<file path="config.mk">
export PLATFORM = sky130hd
export DESIGN_NAME = oepf_fifo
export DESIGN_NICKNAME = d
export VERILOG_FILES = /design/src/hdl/oepf_pkg.sv /design/src/hdl/oepf_fifo.sv
export SDC_FILE = /design/constraint.sdc
export NUM_CORES = 1
export LEC_CHECK = 0
export BUFFER_PORTS_ARGS = -buffer_cell sky130_fd_sc_hd__buf_2
export CAP_MARGIN = 20
export CORE_ASPECT_RATIO = 0.75
export CORE_MARGIN = 2
export CORE_UTILIZATION = 51
export CTS_CLUSTER_SIZE = 12
export DETAILED_ROUTE_END_ITERATION = 8
export MAX_ROUTING_LAYER = met4
export PLACE_DENSITY_LB_ADDON = 0.08
export SYNTH_ARGS = -nofsm -noshare
export SYNTH_HDL_FRONTEND = slang
export SYNTH_SLANG_ARGS = --single-unit
</file>
<file path="constraint.sdc">
create_clock -name i_clk -period 10.55 [get_ports i_clk]
set_input_delay 0.5275 -clock i_clk [delete_from_list [all_inputs] [get_ports i_clk]]
set_output_delay 0.5275 -clock i_clk [all_outputs]
set_load 0.005 [all_outputs]
</file>
<file path="src/hdl/oepf_pkg.sv">
// ----------------------------------------------------------------------------
// oepf_pkg
// Shared types, constants and codes of the one-euro pointer filter.
// ----------------------------------------------------------------------------
package oepf_pkg;

    localparam int unsigned QueueDepth = 2;

    localparam logic [19:0] UsPerS     = 20'd1000000;
    localparam logic [18:0] TwoPiQ16   = 19'h6487F;
    localparam logic [16:0] Q16One     = 17'h10000;
    localparam logic [40:0] KStepLimit = 41'h10000000000;
    localparam logic [93:0] KSatNum    = 94'(UsPerS) << 40;
    localparam logic [68:0] KRecipNum  = 69'd1 << 68;
    localparam logic [54:0] KRecip     = 55'((KRecipNum + 69'd15624) / 69'd15625);
    localparam logic signed [31:0] RateMax = 32'sh7FFFFFFF;
    localparam logic signed [31:0] RateMin = 32'sh80000000;
    localparam logic signed [31:0] RateMinSym = 32'sh80000001;

    typedef enum logic [2:0] {
        CFG_BASE_CUTOFF   = 3'd0,
        CFG_SPEED_GAIN    = 3'd1,
        CFG_RATE_CUTOFF   = 3'd2,
        CFG_ALPHA_FLOOR   = 3'd3,
        CFG_ALPHA_CEILING = 3'd4
    } t_cfg_idx;

    typedef struct packed {
        logic [30:0] base_cutoff;
        logic [30:0] speed_gain;
        logic [30:0] rate_cutoff;
        logic [16:0] alpha_floor;
        logic [16:0] alpha_ceiling;
    } t_cfg;

    typedef struct packed {
        logic signed [15:0] position;
        logic [62:0]        timestamp_us;
        logic               first;
    } t_item;

    typedef struct packed {
        logic        start;
        logic [63:0] rem;
        logic [63:0] num;
        logic [63:0] den;
        logic [6:0]  steps;
    } t_div_req;

    typedef struct packed {
        logic        done;
        logic [63:0] quo;
    } t_div_rsp;

    typedef enum logic [4:0] {
        ST_IDLE,
        ST_DELTA,
        ST_RAW_START,
        ST_RAW_WAIT,
        ST_K_MUL_LO,
        ST_K_MUL_HI,
        ST_K_SUM,
        ST_K_DIV,
        ST_K_RCP1,
        ST_K_RCP2,
        ST_K_RCP3,
        ST_KK_LO,
        ST_KK_HI,
        ST_KK_SUM,
        ST_A_WAIT,
        ST_A_CLAMP,
        ST_BL_A,
        ST_BL_B,
        ST_BL_SUM,
        ST_CUT_MUL,
        ST_CUT_SUM
    } t_state;

endpackage

</file>
<file path="src/hdl/oepf_fifo.sv">
// ----------------------------------------------------------------------------
// oepf_fifo
// Short queue between the front and the back.
// ----------------------------------------------------------------------------
module oepf_fifo import oepf_pkg::*; #(
    parameter int unsigned DEPTH = QueueDepth
) (
    input  logic  i_clk,
    input  logic  i_rst_n,
    input  logic  i_push,
    input  t_item i_item,
    output logic  o_not_full,
    input  logic  i_pop,
    output logic  o_valid,
    output t_item o_item
);
    localparam int unsigned PtrW = (DEPTH > 1) ? $clog2(DEPTH) : 1;
    localparam int unsigned CntW = $clog2(DEPTH + 1);

    t_item            r_mem [DEPTH];
    logic [PtrW-1:0]  r_wr;
    logic [PtrW-1:0]  r_rd;
    logic [CntW-1:0]  r_cnt;

    assign o_not_full = (r_cnt != CntW'(DEPTH));
    assign o_valid    = (r_cnt != '0);
    assign o_item     = r_mem[r_rd];

    function automatic logic [PtrW-1:0] wrap(input logic [PtrW-1:0] p);
        return (p == PtrW'(DEPTH - 1)) ? '0 : p + 1'b1;
    endfunction

    always_ff @(posedge i_clk) begin
        if (i_push) begin
            r_mem[r_wr] <= i_item;
        end
    end

    always_ff @(posedge i_clk) begin
        if (!i_rst_n) begin
            r_wr  <= '0;
            r_rd  <= '0;
            r_cnt <= '0;
        end else begin
            if (i_push) begin
                r_wr <= wrap(r_wr);
            end
            if (i_pop) begin
                r_rd <= wrap(r_rd);
            end
            if (i_push && !i_pop) begin
                r_cnt <= r_cnt + 1'b1;
            end else if (i_pop && !i_push) begin
                r_cnt <= r_cnt - 1'b1;
            end
        end
    end
endmodule

</file>
==> results of run 1 <==
layout by cell type, fill, tap and decap left out, types with 2 or more instances in the layout:
| master | Yosys | final |
|---|---|---|
| and2_1 | 4 | 3 |
| buf_16 | 0 | 2 |
| buf_2 | 1 | 165 |
| buf_4 | 0 | 2 |
| clkbuf_1 | 0 | 3 |
| clkbuf_16 | 0 | 17 |
| clkinv_1 | 0 | 2 |
| clkinv_2 | 0 | 4 |
| clkinvlp_4 | 0 | 4 |
| dfxtp_1 | 5 | 4 |
| edfxtp_1 | 160 | 160 |
| mux2_1 | 80 | 80 |
| xor2_1 | 2 | 2 |
final cells by class:
class                           count  area [um2]  area share
Multi-Input combinational cell     96        1030       0.136
Clock inverter                     11        87.6      0.0116
Sequential cell                   165        4910       0.649
Tap cell                          162         203      0.0268
Inverter                            1        3.75    0.000496
Clock buffer                       20         437      0.0578
Timing Repair Buffer              169         896       0.118
Yosys cell counts:
master	count	area, um2
xnor2_1	1	8.76
nand2b_1	1	6.26
or3_1	1	6.26
dfxtp_1	5	100
edfxtp_1	160	4800
mux2_1	80	901
and2_1	4	25.0
buf_6	8	90.1
inv_1	1	3.75
xor2_1	2	17.5
ha_1	1	12.5
nor2b_1	2	12.5
o21ai_0	1	5.00
buf_2	1	5.00
a21boi_1	1	7.51
or2_1	1	6.26
o21a_1	1	7.51
flip-flops by register name, summed over array words and instances (netlist names), named ones only:
signal,count
r_rd,1
r_mem,160
r_wr,1
r_cnt,2
per-stage QoR:
step                power (W)  std cells  setup slack (ps)
finish                0.00143        624              8090
global route          0.00149        624              7990
CTS                   0.00145        622              7880
detailed placement   0.000903        591              8330
global placement     0.000899        591              8320
floorplan            0.000845        271              5960
logic make-up after synthesis:
group                      Yosys count  synth area share
muxes                               80             0.150
buffers and inverters               10            0.0164
AOI/OAI and AO/OA                    3           0.00333
adders and majority gates            1           0.00208
DFF                                165             0.815
and+or+nand+nor                      9           0.00935
xor gates and xnor gates             3           0.00437
metal layers:
| layer | wire [um] | part of all wire |
|---|---|---|
| met1 | 4370 | 0.43 |
| met2 | 4920 | 0.48 |
| met3 | 817 | 0.080 |
| met4 | 127 | 0.012 |
| met5 | 0 | 0 |
power by group through the flow:
stage	registers, W	logic, W	clock network, W
after global routing	0.000773	0.000133	0.000584
after CTS	0.000778	0.000112	0.000557
after detailed placement	0.000792	0.000111	0
final	0.000770	0.000120	0.000544
after global placement	0.000790	0.000109	0
after floorplan	0.000779	0.0000657	0
final timing paths:
kind | from | endpoint | slack [ps] | cells after the start
hold / removal | i_item[35] | r_mem[1][35] | 310 | 1
hold reg to reg | r_cnt[1] | r_cnt[1] | 550 | 2
setup reg to reg | r_wr | r_mem[1][44] | 9100 | 2
setup / recovery | flop | o_item[15] | 8090 | 3
worst register-to-register path, cell delays in order, from the launching register on:
cell     delay (ps)
dfxtp_1         380
and2_4          350
buf_16          330
==> impl_metrics.tcl, run 1 <==
set metrics [dict create \
    path_clk_slew_ps 60 \
    overflow 0 \
    cp_top_family "flip-flops" \
    required_ps 10020 \
    power.share.sequential 0.537 \
    ios 166 \
    grt_max_degree 81 \
    avgRoutedWirePerCell_um 16.4 \
    wl_um 10200 \
    tns_ps 0 \
    endpoint_kind "primary output" \
    avgSynthCellArea_um2 22.2 \
    p_int_w 0.00114 \
    place_congestion 0.679 \
    n_fill_cell 880 \
    post_cts_buffers 0 \
    final_cell_area_um2 7560 \
    fin_nets 535 \
    slew_headroom 0.612 \
    ant_nets 0 \
    dp_hpwl_um 6290 \
    diodes 0 \
    die_h_um 98.1 \
    via_per_inst 4.90 \
    ctsHoldBuffers 0 \
    ys_ff_latch 165 \
    switching_share 0.206 \
    synthCells 271 \
    grt_pass1_wl_um 15600 \
    rsz0062_at_grt "no" \
    first_pass_iters 6 \
    final_util 0.653 \
    drv_cap 0 \
    crit_path_max_incr_delay_ps 630 \
    path_class "flop to primary output" \
    hold_viol 0 \
    start_kind "flop" \
    yosysSeqAreaShare 0.815 \
    clock_sinks 165 \
    p_leak_nw 2.85 \
    initial_utilization 0.520 \
    fin_hold_ws_ps 306 \
    crit_slowest_cell "dfxtp_4" \
    rows 34 \
    design.die.area_um2 12700 \
    synth_cell_types 17 \
    switching_power_w 0.000296 \
    cts_htree_levels 4 \
    clk_path_buf_depth 2 \
    fin_crit_ps 2460 \
    peakVddDrop_mv 0.117 \
    status "finished, final reports clean" \
    worst_slew_pin_slew_ps 582 \
    cts_buffers 17 \
    root_buffer "clkbuf_16" \
    hold_class "primary input to flop" \
    syn_area_um2 6020 \
    crit_arrival_ps 1940 \
    worstPathMaxFanout 52 \
    power_density_nw_per_um2 190 \
    antenna_found_initial 0 \
    power_frac_comb 0.084 \
    use_met3 0.0652 \
    path_buf_inv 2 \
    vias 3060 \
    fin_crit_sh 0.234 \
    p_clk_frac 0.379 \
    skew_ps 4.69 \
    setup_viol 0 \
    clk_latency_ps 400 \
    fmax_ghz 0.406 \
    finalMaxSlewViolations 0 \
    cts_resized 0 \
    grt_usage 0.171 \
    use_met1 0.215 \
    grt_busiest_layer "met2" \
    portBuffers 165 \
    syn_to_final_growth_pct 25.6 \
    cp_cell_sequence "buf_16, mux2_1, buf_2" \
    met2_usage 0.260 \
    die_x_um 129 \
    cts_tree "built" \
    yosysWarnings 0 \
    placed_area_um2 6980 \
    drtIter0Drc 176 \
    grt_pass1_vias 3133 \
    drive_above_1_share 0.429 \
    drc_errors 0 \
    synthesis.nets 356 \
    core_um2 11600 \
]
Power figures use the tool's default switching activity.
==> run 2: changes to the inputs <==
- CORE_UTILIZATION: 51 -> 47
- clock period: 10.55 -> 2.1 ns (I/O delays scaled with it)
==> impl_metrics.tcl, run 2 (synthesized netlist as in run 1, its figures left out) <==
set metrics [dict create \
    via_per_inst 4.71 \
    mostFrequentLayoutCells "buf_2 (165), edfxtp_1 (160), dlygate4sd3_1 (81)" \
    ant_nets 0 \
    rr_worst_depth 2 \
    vias 3350 \
    hold_viol 0 \
    place_inst 599 \
    hold_class "primary input to flop" \
    worst_slew_pin_slew_ps 471 \
    fmax_ghz 0.584 \
    slew_headroom 0.686 \
    post_cts_buffers 0 \
    path_class "flop to primary output" \
    hold_path_depth 3 \
    drv_cap 0 \
    reg_top3 "r_mem x160, r_cnt x2" \
    fin_crit_ps 1710 \
    ios 166 \
    setup_viol 0 \
    die_x_um 135 \
    drc_errors 0 \
    cp_top_family "buffers and inverters" \
    regToRegEndpoint "r_mem[1][36]" \
    rows 35 \
    regToRegSetupSlack_ps 690 \
    antenna_found_initial 1 \
    finalMaxSlewViolations 0 \
    cts_htree_levels 4 \
    crit_path_max_incr_delay_ps 390 \
    grt_usage 0.175 \
    initial_utilization 0.486 \
    tns_ps 0 \
    drive_above_1_share 0.368 \
    rsz0062_at_grt "no" \
    final_cells 711 \
    power_density_nw_per_um2 913 \
    p_leak_nw 3.24 \
    required_ps 2000 \
    place_congestion 0.690 \
    clock_sinks 165 \
    wirelength_met1_um 4890 \
    fin_crit_sh 0.815 \
    cts_tree "built" \
    crit_arrival_ps 1610 \
    path_clk_slew_ps 60 \
    fin_hold_ws_ps 64.1 \
    crit_slowest_cell "mux2_1" \
    grt_pass1_vias 3490 \
    peakVddDrop_mv 0.620 \
    core_um2 12400 \
    cp_num_cells 3 \
    clk_path_buf_depth 2 \
    first_pass_iters 4 \
    overflow 0 \
    routed-wl-met3_um 875 \
    route.met2.wl_um 5410 \
    layout_commonest_cell "buf_2" \
    max_flop_register "r_mem" \
    grt_max_degree 57 \
    cp_cell_sequence "buf_12, mux2_1, buf_2" \
    endpoint_kind "primary output" \
    skew_ps 6.82 \
    worstPathMaxFanout 56 \
    start_kind "flop" \
    final_util 0.684 \
    avgRoutedWirePerCell_um 16.0 \
    hold_start "i_pop" \
    root_buffer "clkbuf_16" \
    syn_to_final_growth_pct 40.8 \
    status "finished, final reports clean" \
    grt_pass1_wl_um 17400 \
    clk_latency_ps 410 \
    dp_hpwl_um 6740 \
    drtIter0Drc 172 \
    path_buf_inv 2 \
    largest_reg_flops 160 \
    wl_um 11400 \
    design.die.area_um2 13700 \
    reg2reg_from "r_wr" \
    die_h_um 102 \
    top_layer "met4" \
    fin_nets 618 \
    cts_buffers 17 \
    portBuffers 165 \
]
-- run 2: repair_timing --
item / 4_1_cts / 5_1_grt
endpoints found under the hold margin: 165 / 0
endpoints found under the setup margin: 0 / 0
resized for setup: 0 / 0
hold buffers: 81 / 0
-- run 2: metal layers --
metal  vias to the layer above  global-route usage
li1                       1601                   -
met1                      1607               0.211
met2                       123               0.276
met3                        19              0.0536
met4                         0              0.0761
met5                         -                   -
-- run 2: worst max path at each step --
stage	to	slack [ps]
after floorplan	r_mem[0][0]	150
after detailed placement	r_mem[1][16]	690
after CTS	o_item[17]	350
after global placement	r_mem[1][16]	700
final	o_item[59]	390
after global routing	o_item[17]	320
-- run 2: stage by stage --
step                      setup slack (ps)  instance area (um2)  power, W
final                                  388                 8470   0.00774
after detailed placement               686                 7070   0.00456
after CTS                              353                 8470   0.00781
after global routing                   320                 8470   0.00800
after global placement                 701                 7070   0.00454
after floorplan                        152                 6030   0.00423
-- run 2: layout make-up --
class	instances	area, um2
timing repair buffer	252	1730
antenna	1	2.50
multi-input combinational	96	1030
clock buffer	20	437
clock inverter	10	158
sequential	165	4910
inverter	1	3.75
fill	865	3920
tap	166	208
-- run 2: report_power, final --
group	leakage, nW	total, W	internal (W)	switching, W
registers	1.54	0.00384	0.00380	0.0000392
clock network	0.283	0.00313	0.00197	0.00116
logic	1.41	0.000759	0.000412	0.000347
-- run 2: worst min-delay path, cell delays in order --
cell and delay [ps]:
buf_2 110, xor2_1 70, and2_1 150
