$ cat src/hdl/oepf_pkg.sv
// ----------------------------------------------------------------------------
// oepf_pkg
// Shared types, constants and codes of the one-euro pointer filter.
// ----------------------------------------------------------------------------
package oepf_pkg;

    localparam int unsigned QueueDepth = 2;

    localparam logic [19:0] UsPerS     = 20'd1000000;
    localparam logic [18:0] TwoPiQ16   = 19'h6487F;
    localparam logic [16:0] Q16One     = 17'h10000;
    localparam logic [40:0] KStepLimit = 41'h10000000000;
    localparam logic [93:0] KSatNum    = 94'(UsPerS) << 40;
    localparam logic [68:0] KRecipNum  = 69'd1 << 68;
    localparam logic [54:0] KRecip     = 55'((KRecipNum + 69'd15624) / 69'd15625);
    localparam logic signed [31:0] RateMax = 32'sh7FFFFFFF;
    localparam logic signed [31:0] RateMin = 32'sh80000000;
    localparam logic signed [31:0] RateMinSym = 32'sh80000001;

    typedef enum logic [2:0] {
        CFG_BASE_CUTOFF   = 3'd0,
        CFG_SPEED_GAIN    = 3'd1,
        CFG_RATE_CUTOFF   = 3'd2,
        CFG_ALPHA_FLOOR   = 3'd3,
        CFG_ALPHA_CEILING = 3'd4
    } t_cfg_idx;

    typedef struct packed {
        logic [30:0] base_cutoff;
        logic [30:0] speed_gain;
        logic [30:0] rate_cutoff;
        logic [16:0] alpha_floor;
        logic [16:0] alpha_ceiling;
    } t_cfg;

    typedef struct packed {
        logic signed [15:0] position;
        logic [62:0]        timestamp_us;
        logic               first;
    } t_item;

    typedef struct packed {
        logic        start;
        logic [63:0] rem;
        logic [63:0] num;
        logic [63:0] den;
        logic [6:0]  steps;
    } t_div_req;

    typedef struct packed {
        logic        done;
        logic [63:0] quo;
    } t_div_rsp;

    typedef enum logic [4:0] {
        ST_IDLE,
        ST_DELTA,
        ST_RAW_START,
        ST_RAW_WAIT,
        ST_K_MUL_LO,
        ST_K_MUL_HI,
        ST_K_SUM,
        ST_K_DIV,
        ST_K_RCP1,
        ST_K_RCP2,
        ST_K_RCP3,
        ST_KK_LO,
        ST_KK_HI,
        ST_KK_SUM,
        ST_A_WAIT,
        ST_A_CLAMP,
        ST_BL_A,
        ST_BL_B,
        ST_BL_SUM,
        ST_CUT_MUL,
        ST_CUT_SUM
    } t_state;

endpackage

$ cat src/hdl/oepf_div.sv
// ----------------------------------------------------------------------------
// oepf_div
// Restoring divider, one quotient bit per cycle, shared by both variable
// divisions.
// ----------------------------------------------------------------------------
module oepf_div import oepf_pkg::*; (
    input  logic     i_clk,
    input  logic     i_rst_n,
    input  t_div_req i_req,
    output t_div_rsp o_rsp
);
    logic        r_busy;
    logic        r_done;
    logic [6:0]  r_cnt;
    logic [63:0] r_rem;
    logic [63:0] r_num;
    logic [63:0] r_den;
    logic [63:0] r_quo;
    logic [63:0] n_shift;
    logic        n_ge;

    assign n_shift = {r_rem[62:0], r_num[63]};
    assign n_ge    = (n_shift >= r_den);

    assign o_rsp.done = r_done;
    assign o_rsp.quo  = r_quo;

    always_ff @(posedge i_clk) begin
        if (i_req.start) begin
            r_rem <= i_req.rem;
            r_num <= i_req.num;
            r_den <= i_req.den;
            r_quo <= '0;
        end else if (r_busy) begin
            r_rem <= n_ge ? n_shift - r_den : n_shift;
            r_num <= {r_num[62:0], 1'b0};
            r_quo <= {r_quo[62:0], n_ge};
        end
    end

    always_ff @(posedge i_clk) begin
        if (!i_rst_n) begin
            r_busy <= 1'b0;
            r_done <= 1'b0;
            r_cnt  <= '0;
        end else begin
            r_done <= 1'b0;
            if (i_req.start) begin
                r_busy <= 1'b1;
                r_cnt  <= i_req.steps;
            end else if (r_busy) begin
                r_cnt <= r_cnt - 1'b1;
                if (r_cnt == 7'd1) begin
                    r_busy <= 1'b0;
                    r_done <= 1'b1;
                end
            end
        end
    end
endmodule

$ cat config.mk
export PLATFORM = sky130hd
export DESIGN_NAME = oepf_div
export DESIGN_NICKNAME = d
export VERILOG_FILES = /design/src/hdl/oepf_pkg.sv /design/src/hdl/oepf_div.sv
export SDC_FILE = /design/constraint.sdc
export NUM_CORES = 1
export LEC_CHECK = 0
export ABC_CLOCK_PERIOD_IN_PS = 7200
export BUFFER_PORTS_ARGS = -buffer_cell sky130_fd_sc_hd__buf_2
export CORE_MARGIN = 1.5
export CORE_UTILIZATION = 61
export DETAILED_ROUTE_END_ITERATION = 12
export PLACE_DENSITY = 0.89
export SETUP_SLACK_MARGIN = 0.02
export SLEW_MARGIN = 5
export SYNTH_ARGS = -nofsm -noshare
export SYNTH_HDL_FRONTEND = slang
export SYNTH_SLANG_ARGS = --single-unit
$ cat constraint.sdc
create_clock -name i_clk -period 7.2 [get_ports i_clk]
set_clock_uncertainty 0.05 [all_clocks]
set_input_delay 2.16 -clock i_clk [delete_from_list [all_inputs] [get_ports i_clk]]
set_output_delay 2.16 -clock i_clk [all_outputs]
set_load 0.01 [all_outputs]
==> qor.yml, run 1 <==
dp_hpwl_mm: 26.52
drv_cap: 0
r2r-start: "r_rem[8]$_DFFE_PP_"
post_drt_via_cell_ratio: 5.963
cts_max_path_buffers: 3
dp.cells: 1969
critical_path_arrival_ns: 4.52
die_y_um: 159.9
syn_inst: 1453
synth_commonest_cells: "edfxtp_1 (191), nor2_1 (136), a21oi_1 (129)"
cp_max_fo: 49
final_hold_viol_count: 0
cts-buffers-inserted: 28
grt_start_max_net_pins: 100
synth_fp_nets: 1722
worstSetupEndpoint: "r_rem[48]$_DFFE_PP_"
placed_area_um2: 16430
synth_top_area_cell: "edfxtp_1"
wl_per_cell_um: 18.76
num_rows: 57
reg2reg_depth: 10
hold_buffers: 0
die_x_um: 159.9
multi_input_area_um2: 7086
gp_congestion: 0.9535
seqCellArea_um2: 7201
p_leak_nw: 7.470
gr-total-overflow: 0
whs_ns: 0.4400
ys_ff_latch: 264
post_cts_resized: 0
post_cts.repair.setup_buffers: 0
core-area_um2: 24250
cp_data_required_time_ns: 7.42
fmax_ghz: 0.2326
grt_pass1_wl_mm: 60.84
clk_pin_slew_worst_paths_ns: 0.06
tns_ns: 0
post-synth-top-count-cell: "edfxtp_1"
fillCellCount: 1743
wl_mm: 37.96
dr.pass1.iters: 6
die-area_um2: 25570
root_buffer: "clkbuf_16"
async_flop_share: 0
grt_antenna_before_repair: 4
synth_edf_count: 191
reg2reg_slack_ns: 2.90
slew_headroom: 0.2128
rsz0062_at_grt: "false"
synth.distinct_cells: 79
netlist_area_um2: 15020
period_minus_slack_ns: 4.299
synth_flop_cell: "edfxtp_1"
cp-end-kind: "register"
nNetsFinal: 1944
grt_util_all_layers: 0.2950
pin_count: 267
fin_ws_ns: 2.901
ys_warn_count: 0
timing.rr.end: "r_rem[48]$_DFFE_PP_"
start_util: 0.6194
grt_pass1_vias: 12290
slew_violations: 0
dp_slack_ns: 2.850
setup_viol: 0
numPortBuffers: 265
ant_nets: 0
ir_drop_v: 0.0002364
drtIter0Drc: 1173
worst-setup-path-type: "register to register"
period_share: 0.5971
tightestPinTransition_ns: 1.181
avgSynthCellArea_um2: 10.34
h-tree-depth: 1
start_kind: "register"
drc: 0
clkLatencyLatePin_ns: 0.57
status: "complete, no violations"
hold_path_class: "register to register"
cellPowerDensity_nw_per_um2: 301.4
clock_sinks: 264
area_growth_pct: 15.63
synth_top_area_share: 0.3819
drive_gt1_frac: 0.2593
yosys-top-cells-area: "edfxtp_1 (38%), dfxtp_1 (9.7%), mux2_2 (6.4%)"
design_area_um2: 17370
via_count: 12070
final_cells: 2024
ys_seq_area_frac: 0.4792
setup.worst_path.start: "r_rem[8]$_DFFE_PP_"
cts_tree: "done"
-- worst max-delay path, cell delays in order, from the launching register on --
cell and delay, ns:
edfxtp_1 0.39, ha_1 0.39, a21oi_1 0.34, o21ai_0 0.13, a21oi_1 0.23, a311oi_1 0.20, a2111oi_2 0.52, o21a_2 1.01
nor2_1 0.42, nand3_1 0.19, o311ai_2 0.11
-- where the power goes --
part / switching, mW / internal (mW) / leakage (nW)
clock: 0.620 / 0.829 / 0.465
sequential: 0.100 / 1.86 / 2.49
combinational: 1.10 / 0.727 / 4.52
-- layer usage --
metal	share of wire	GRT usage
met1	0.39	0.3565
met2	0.49	0.5109
met3	0.087	0.07351
met4	0.034	0.1092
met5	0.00032	0
-- registers in the layout, indices dropped and copies added (netlist names) --
register / flops
r_quo: 64
r_cnt: 7
r_busy: 1
r_rem: 63
r_den: 64
r_num: 64
r_done: 1
-- kinds of logic after synthesis --
group                    count (synthesis)  share of synthesized area
flip-flops                             264                     0.4792
adder cells (fa/ha/maj)                 67                    0.05631
buffers and inverters                  172                    0.04973
AND/OR/NAND/NOR                        398                     0.1233
AO/OA/AOI/OAI                          347                     0.1517
XOR/XNOR                                51                    0.02974
multiplexers                           154                     0.1100
-- worst min-delay path by stage --
| stage | startpoint | endpoint | slack, ns | cells after the start |
|---|---|---|---|---|
| finish | r_cnt[6]$_SDFFE_PN0P_ | r_done$_SDFF_PP0_ | 0.44 | 1 |
| global route | r_cnt[6]$_SDFFE_PN0P_ | r_done$_SDFF_PP0_ | 0.46 | 1 |
| CTS | r_cnt[6]$_SDFFE_PN0P_ | r_done$_SDFF_PP0_ | 0.44 | 1 |
| detailed placement | r_cnt[6]$_SDFFE_PN0P_ | r_done$_SDFF_PP0_ | 0.42 | 1 |
| global placement | r_quo[63]$_SDFFE_PP0P_ | r_quo[63]$_SDFFE_PP0P_ | 0.42 | 2 |
| floorplan | r_cnt[6]$_SDFFE_PN0P_ | r_done$_SDFF_PP0_ | 0.39 | 1 |
-- stage by stage --
step	power, mW	util
after floorplan	3.364	-
after global placement	3.698	0.6774
after detailed placement	3.765	0.6774
after CTS	5.216	0.7159
after global routing	5.505	0.7159
final	5.234	0.7162
-- cell usage in the layout, fill, tap and decap left out, types with 4 or more instances in the layout --
| cell | synthesis | final |
|---|---|---|
| o21bai_1 | 16 | 16 |
| a21oi_1 | 129 | 129 |
| o221ai_1 | 4 | 4 |
| nor4b_1 | 4 | 4 |
| buf_4 | 2 | 7 |
| o211a_1 | 6 | 6 |
| a31oi_1 | 14 | 14 |
| o21a_1 | 11 | 11 |
| a211oi_2 | 4 | 4 |
| nand2b_1 | 7 | 7 |
| a21o_1 | 24 | 24 |
| nand2_1 | 111 | 111 |
| a211oi_1 | 7 | 7 |
| o21ai_0 | 62 | 62 |
| and2_1 | 8 | 8 |
| and3_1 | 24 | 24 |
| dfxtp_1 | 73 | 72 |
| xor2_1 | 24 | 24 |
| a2bb2oi_1 | 6 | 6 |
| mux2i_1 | 68 | 68 |
| o211ai_1 | 4 | 4 |
| o31ai_1 | 7 | 7 |
| clkbuf_1 | 33 | 6 |
| or3_1 | 10 | 10 |
| clkbuf_16 | 0 | 29 |
| o21ai_1 | 4 | 4 |
| xnor2_1 | 27 | 27 |
| edfxtp_1 | 191 | 191 |
| buf_2 | 24 | 264 |
| or2_2 | 6 | 5 |
| a21boi_0 | 4 | 4 |
| nand3_1 | 23 | 23 |
| mux2_2 | 85 | 85 |
| nor4_1 | 9 | 9 |
| inv_1 | 92 | 91 |
| clkbuf_8 | 0 | 4 |
| nand4_1 | 21 | 21 |
| ha_1 | 66 | 66 |
| nor2_1 | 136 | 136 |
| nor3_1 | 26 | 26 |
-- area by class of cell --
cell class	count	area share
clock buffers	41	0.04683
clock inverters	11	0.006916
well taps	324	0.02334
diodes	3	0.0004323
repair buffers	272	0.07997
flip-flops and latches	264	0.4146
multi-input cells	1017	0.4080
inverters	92	0.01988
No activity file was read; power rests on OpenSTA's default activity.
==> run 2, diff against run 1 <==
--- a/config.mk
+++ b/config.mk
@@ -5,12 +5,12 @@
 export SDC_FILE = /design/constraint.sdc
 export NUM_CORES = 1
 export LEC_CHECK = 0
-export ABC_CLOCK_PERIOD_IN_PS = 7200
+export ABC_CLOCK_PERIOD_IN_PS = 3900
 export BUFFER_PORTS_ARGS = -buffer_cell sky130_fd_sc_hd__buf_2
 export CORE_MARGIN = 1.5
-export CORE_UTILIZATION = 61
+export CORE_UTILIZATION = 51
 export DETAILED_ROUTE_END_ITERATION = 12
-export PLACE_DENSITY = 0.89
+export PLACE_DENSITY = 0.8
 export SETUP_SLACK_MARGIN = 0.02
 export SLEW_MARGIN = 5
 export SYNTH_ARGS = -nofsm -noshare
==> constraint.sdc (replaced) <==
create_clock -name i_clk -period 3.9 [get_ports i_clk]
set_clock_uncertainty 0.05 [all_clocks]
set_input_delay 1.17 -clock i_clk [delete_from_list [all_inputs] [get_ports i_clk]]
set_output_delay 1.17 -clock i_clk [all_outputs]
set_load 0.01 [all_outputs]
==> run 2 against run 1 <==
  * First-iteration DRC count down 39%
  * Die area rose by 19%
  * Largest cell class unchanged
  * Critical path type unchanged
  * Critical endpoint is now r_rem[52]$_DFFE_PP_
  * Count of clock-buffer cells in the layout is 8 lower
==> qor.yml, run 2 (synthesized netlist as in run 1, its figures left out) <==
period_minus_slack_ns: 3.717  # -0.5819 ns
worst-setup-path-type: "register to register"
setup_viol: 0  # unchanged
post_cts_resized: 0  # unchanged
gp_congestion: 0.9671  # +1.4%
critical_path_arrival_ns: 3.99  # -0.53 ns
grt_start_max_net_pins: 82  # -18%
dp.cells: 2058  # +4.5%
final_cells: 2113  # +4.4%
total_power_mw: 9.936  # +90%
numPortBuffers: 265  # unchanged
whs_ns: 0.4387  # -0.001289 ns
grt_util_all_layers: 0.2409  # -0.05404
h-tree-depth: 1  # unchanged
grt_pass1_vias: 11780  # -4.2%
cellPowerDensity_nw_per_um2: 557.9  # +85%
post_cts.repair.setup_buffers: 0  # unchanged
num_rows: 62  # +8.8%
fillCellCount: 2372  # +36%
dp_hpwl_mm: 27.71  # +4.5%
most-common-layout-cells: "buf_2 (264), edfxtp_1 (191), nor2_1 (136), a21oi_1 (129), nand2_1 (111)"
multi_input_area_um2: 7086  # unchanged
drc: 0  # unchanged
tns_ns: 0  # unchanged
cp-end-kind: "register"
drive_gt1_frac: 0.2749  # +0.01560
start_util: 0.5205  # -0.09894
wl_mm: 37.57  # -1.0%
die_y_um: 174.6  # +9.2%
cp_max_fo: 21  # -57%
core-area_um2: 28860  # +19%
clock_sinks: 264  # unchanged
seqCellArea_um2: 7201  # unchanged
hold_path_class: "register to register"
root_buffer: "clkbuf_16"
gr-total-overflow: 0  # unchanged
ant_nets: 0  # unchanged
cp_data_required_time_ns: 4.18  # -3.24 ns
grt_pass1_wl_mm: 59.53  # -2.2%
slew_violations: 0  # unchanged
clk_pin_slew_worst_paths_ns: 0.06  # about the same
drtIter0Drc: 711  # -39%
p_leak_nw: 7.676  # +2.8%
cts_tree: "done"
nNetsFinal: 1974  # +1.5%
drv_cap: 0  # unchanged
grt_antenna_before_repair: 8  # +4
status: "complete, no violations"
area_growth_pct: 18.58
dr.pass1.iters: 5  # -1
cts_max_path_buffers: 3  # unchanged
die-area_um2: 30490  # +19%
slew_headroom: 0.4882  # +0.2754
wl_per_cell_um: 17.78  # -5.2%
tightestPinTransition_ns: 0.7677  # -0.4131 ns
die_x_um: 174.6  # +9.2%
period_share: 0.9531  # +0.3560
ir_drop_v: 0.0003797  # +61%
clkLatencyLatePin_ns: 0.57  # about the same
post_drt_via_cell_ratio: 5.653  # -5.2%
hold_buffers: 0  # unchanged
pin_count: 267  # unchanged
fmax_ghz: 0.2690  # +16%
fin_ws_ns: 0.1829  # -2.718 ns
via_count: 11940  # -1.0%
dp_slack_ns: 0.2276  # -2.622 ns
reg.largest.list: "r_den x64, r_num x64, r_quo x64"
cts-buffers-inserted: 29  # +3.6%
final_hold_viol_count: 0  # unchanged
rsz0062_at_grt: "false"
final_common_cell: "buf_2"
start_kind: "register"
[run 2: changes by cell type in the layout (fill, tap and decap cells not counted), sizes merged]
cell      change
bufinv        +2
clkinvlp      +3
clkinv        +3
inv           +2
clkbuf        -8
buf          +29
diode         -2
[run 2: worst paths after layout]
| kind | cells past startpoint | start | endpoint | slack, ns |
|---|---|---|---|---|
| setup / recovery | 10 | r_rem[39]$_DFFE_PP_ | r_rem[52]$_DFFE_PP_ | 0.18 |
| hold / removal | 1 | r_cnt[6]$_SDFFE_PN0P_ | r_done$_SDFF_PP0_ | 0.44 |
| setup reg to reg | 10 | r_rem[39]$_DFFE_PP_ | r_rem[52]$_DFFE_PP_ | 0.18 |
| hold reg to reg | 1 | r_cnt[6]$_SDFFE_PN0P_ | r_done$_SDFF_PP0_ | 0.44 |
[run 2: routing by layer]
layer | track usage | part of all wire | wire length (um) | vias to the layer above
li1 | - | - | - | 5813
met1 | 0.2975 | 0.41 | 15270 | 5598
met2 | 0.4057 | 0.47 | 17690 | 433
met3 | 0.07158 | 0.088 | 3315 | 90
met4 | 0.07621 | 0.033 | 1236 | 10
met5 | 0 | 0.0016 | 59 | -
[run 2: layout make-up]
| type | count | area share |
|---|---|---|
| antenna | 1 | 0.0001405 |
| clock buffer | 33 | 0.04447 |
| clock inverter | 21 | 0.01173 |
| inverter | 92 | 0.01939 |
| multi-input combinational | 1017 | 0.3979 |
| sequential | 264 | 0.4043 |
| tap | 384 | 0.02698 |
| timing repair buffer | 301 | 0.09512 |
[run 2: report_power, final]
part / internal, mW / total, mW / switching, mW
clock network: 1.67 / 2.85 / 1.19
registers: 3.42 / 3.59 / 0.168
logic: 1.44 / 3.49 / 2.05
total: 6.53 / 9.94 / 3.40
[run 2: critical path: stages, from the launching register on]
cell	delay, ns
edfxtp_1	0.40
ha_1	0.46
nand4_1	0.22
nor4_1	0.36
nand2_1	0.22
a311oi_1	0.48
a2111oi_2	0.13
o21a_2	0.29
buf_12	0.23
or4_1	0.47
and3_1	0.15
[run 2: stage by stage]
| stage | cell area, um2 | utilization |
|---|---|---|
| 2_1_floorplan | 15020 | - |
| 3_3_place_gp | 16810 | 0.5824 |
| 3_5_place_dp | 16810 | 0.5824 |
| 4_1_cts | 17810 | 0.6171 |
| 5_1_grt | 17810 | 0.6171 |
| 6_report | 17810 | 0.6172 |
==> run 3, diff against run 2 <==
--- a/config.mk
+++ b/config.mk
@@ -7,9 +7,10 @@
 export LEC_CHECK = 0
 export ABC_CLOCK_PERIOD_IN_PS = 3900
 export BUFFER_PORTS_ARGS = -buffer_cell sky130_fd_sc_hd__buf_2
-export CORE_MARGIN = 1.5
 export CORE_UTILIZATION = 51
+export CTS_CLUSTER_SIZE = 25
 export DETAILED_ROUTE_END_ITERATION = 12
+export HOLD_SLACK_MARGIN = 0.12
 export PLACE_DENSITY = 0.8
 export SETUP_SLACK_MARGIN = 0.02
 export SLEW_MARGIN = 5
==> run 3 against run 2 <==
  * Via count about the same
  * Count of clock-buffer cells in the layout increased by 8
  * Final cell count hardly changed
  * Die area fell by 1.1%
  * Maximum frequency grew 3.3%
  * Clock power fell by 2%
  * Power decreased by 0.65%
  * First-iteration DRC count rose by 5.5%
  * Utilization fell by 0.13 points
  * Sequential cell count is the same
  * Largest power group unchanged
  * Highest routed layer unchanged
==> qor.yml, run 3 (synthesized netlist as in run 1, its figures left out) <==
design_area_um2: 17770  # -0.21%
tightestPinTransition_ns: 0.7447  # -0.02307 ns
slew_headroom: 0.4983  # +0.01014
critical_path_arrival_ns: 3.84  # -0.15 ns
grt_pass1_wl_mm: 59.57  # about the same
via_count: 11940  # -0.067%
gp_congestion: 0.9385  # -3.0%
tns_ns: 0  # unchanged
status: "complete, no violations"
dp_hpwl_mm: 27.26  # -1.6%
gr-total-overflow: 0  # unchanged
drive_gt1_frac: 0.2755  # +0.0005787
final_hold_viol_count: 0  # unchanged
dp_slack_ns: 0.2545  # +0.02693 ns
post_drt_via_cell_ratio: 5.652  # about the same
setup_viol: 0  # unchanged
h-tree-depth: 1  # unchanged
rsz0062_at_grt: "false"
fmax_ghz: 0.2780  # +3.3%
worst-setup-path-type: "register to register"
period_minus_slack_ns: 3.598  # -0.1195 ns
post_cts.repair.setup_buffers: 0  # unchanged
numPortBuffers: 265  # unchanged
drtIter0Drc: 750  # +5.5%
cellPowerDensity_nw_per_um2: 555.5  # -0.44%
reg2reg_slack_ns: 0.30  # +0.12 ns
reg.largest.list: "r_den x64, r_num x64, r_quo x64"
nNetsFinal: 1975  # +0.051%
ir_drop_v: 0.0004241  # +12%
hold-path-endpoint: "r_done$_SDFF_PP0_"
cts_tree: "done"
cts_max_path_buffers: 3  # unchanged
wl_mm: 37.12  # -1.2%
final_common_cell: "buf_2"
cp_max_fo: 4  # -81%
placed_area_um2: 16760  # -0.28%
clock_sinks: 264  # unchanged
slew_violations: 0  # unchanged
whs_path_depth: 1  # unchanged
dr.pass1.iters: 5  # unchanged
most-common-layout-cells: "buf_2 (264), edfxtp_1 (191), nor2_1 (136), a21oi_1 (129), nand2_1 (111)"
worstHoldStart: "r_cnt[6]$_SDFFE_PN0P_"
cts-buffers-inserted: 28  # -3.4%
pin_count: 267  # unchanged
grt_start_max_net_pins: 86  # +4.9%
drv_cap: 0  # unchanged
drc: 0  # unchanged
core-area_um2: 28860  # unchanged
cp_data_required_time_ns: 4.14  # -0.04 ns
r2r-start: "r_num[63]$_DFFE_PP_"
grt_pass1_vias: 11920  # +1.2%
period_share: 0.9225  # -0.03064
num_rows: 62  # unchanged
die_y_um: 173.6  # -0.57%
hold_path_class: "register to register"
cp-end-kind: "register"
grt_antenna_before_repair: 4  # -4
timing.rr.end: "r_rem[52]$_DFFE_PP_"
reg2reg_depth: 13  # +3
fin_ws_ns: 0.3024  # +0.1195 ns
die_x_um: 173.6  # -0.57%
die-area_um2: 30140  # -1.1%
diodes: 0  # -1
ant_nets: 0  # unchanged
wl_per_cell_um: 17.58  # -1.1%
p_leak_nw: 7.660  # -0.21%
start_util: 0.5205  # unchanged
clkLatencyLatePin_ns: 0.57  # about the same
start_kind: "register"
grt_util_all_layers: 0.2425  # +0.001511
clk_pin_slew_worst_paths_ns: 0.06  # about the same
area_growth_pct: 18.33
root_buffer: "clkbuf_16"
fin_util: 0.6159  # -0.001300
[run 3: routing by layer]
metal | routed length (um) | vias to the layer above | part of all wire | GRT usage
li1 | - | 5806 | - | -
met3 | 2834 | 62 | 0.076 | 0.06184
met4 | 833 | 8 | 0.022 | 0.05994
met1 | 15710 | 5650 | 0.42 | 0.3043
met5 | 55 | - | 0.0015 | 0
met2 | 17690 | 410 | 0.48 | 0.4168
[run 3: area by class of cell]
cell class	instances	area, um2
Clock buffer	41	893.4
Clock inverter	11	113.9
Fill cell	2415	11090
Inverter	92	345.3
Multi-Input combinational cell	1017	7092
Sequential cell	264	7201
Tap cell	384	480.5
Timing Repair Buffer	303	1647
[run 3: per-stage QoR]
stage               total power, mW  std cells  hold WS [ns]
floorplan                     6.211       1453        0.3900
finish                        9.872       2112        0.4331
CTS                           9.905       2112        0.4326
global placement              6.998       2060        0.4050
detailed placement            7.071       2060        0.4211
global route                  10.44       2112        0.4541
[run 3: how the worst max path moves through the flow]
stage | startpoint | endpoint | slack (ns) | depth (start not counted)
6_report | r_num[63]$_DFFE_PP_ | r_rem[52]$_DFFE_PP_ | 0.30 | 13
3_3_place_gp | r_rem[44]$_DFFE_PP_ | r_rem[46]$_DFFE_PP_ | 0.30 | 11
4_1_cts | r_rem[56]$_DFFE_PP_ | r_rem[46]$_DFFE_PP_ | 0.22 | 11
3_5_place_dp | r_rem[40]$_DFFE_PP_ | r_rem[46]$_DFFE_PP_ | 0.25 | 11
5_1_grt | r_rem[56]$_DFFE_PP_ | r_rem[46]$_DFFE_PP_ | 0.11 | 11
2_1_floorplan | i_req[199] | r_num[0]$_SDFFCE_PN0P_ | 0.11 | 3
[run 3: what timing repair did]
action | CTS | global route
setup endpoints to repair | 0 | 1
gates resized for setup | 0 | 1
hold buffers | 0 | 0
[run 3: power by group]
group | switching, mW | leakage, nW | internal (mW)
combinational | 2.05 | 4.68 | 1.44
clock | 1.14 | 0.495 | 1.66
sequential | 0.163 | 2.49 | 3.42
total | 3.35 | 7.66 | 6.52
[run 3: critical path, stage by stage (launching register included)]
cell      delay [ns]
edfxtp_1        0.35
inv_1           0.05
ha_1            0.21
fa_1            0.41
nand2b_1        0.20
a211oi_1        0.29
o21ai_0         0.27
a21oi_1         0.29
o21bai_1        0.13
a21oi_1         0.21
buf_4           0.18
o31ai_1         0.08
or4_1           0.42
and3_1          0.16
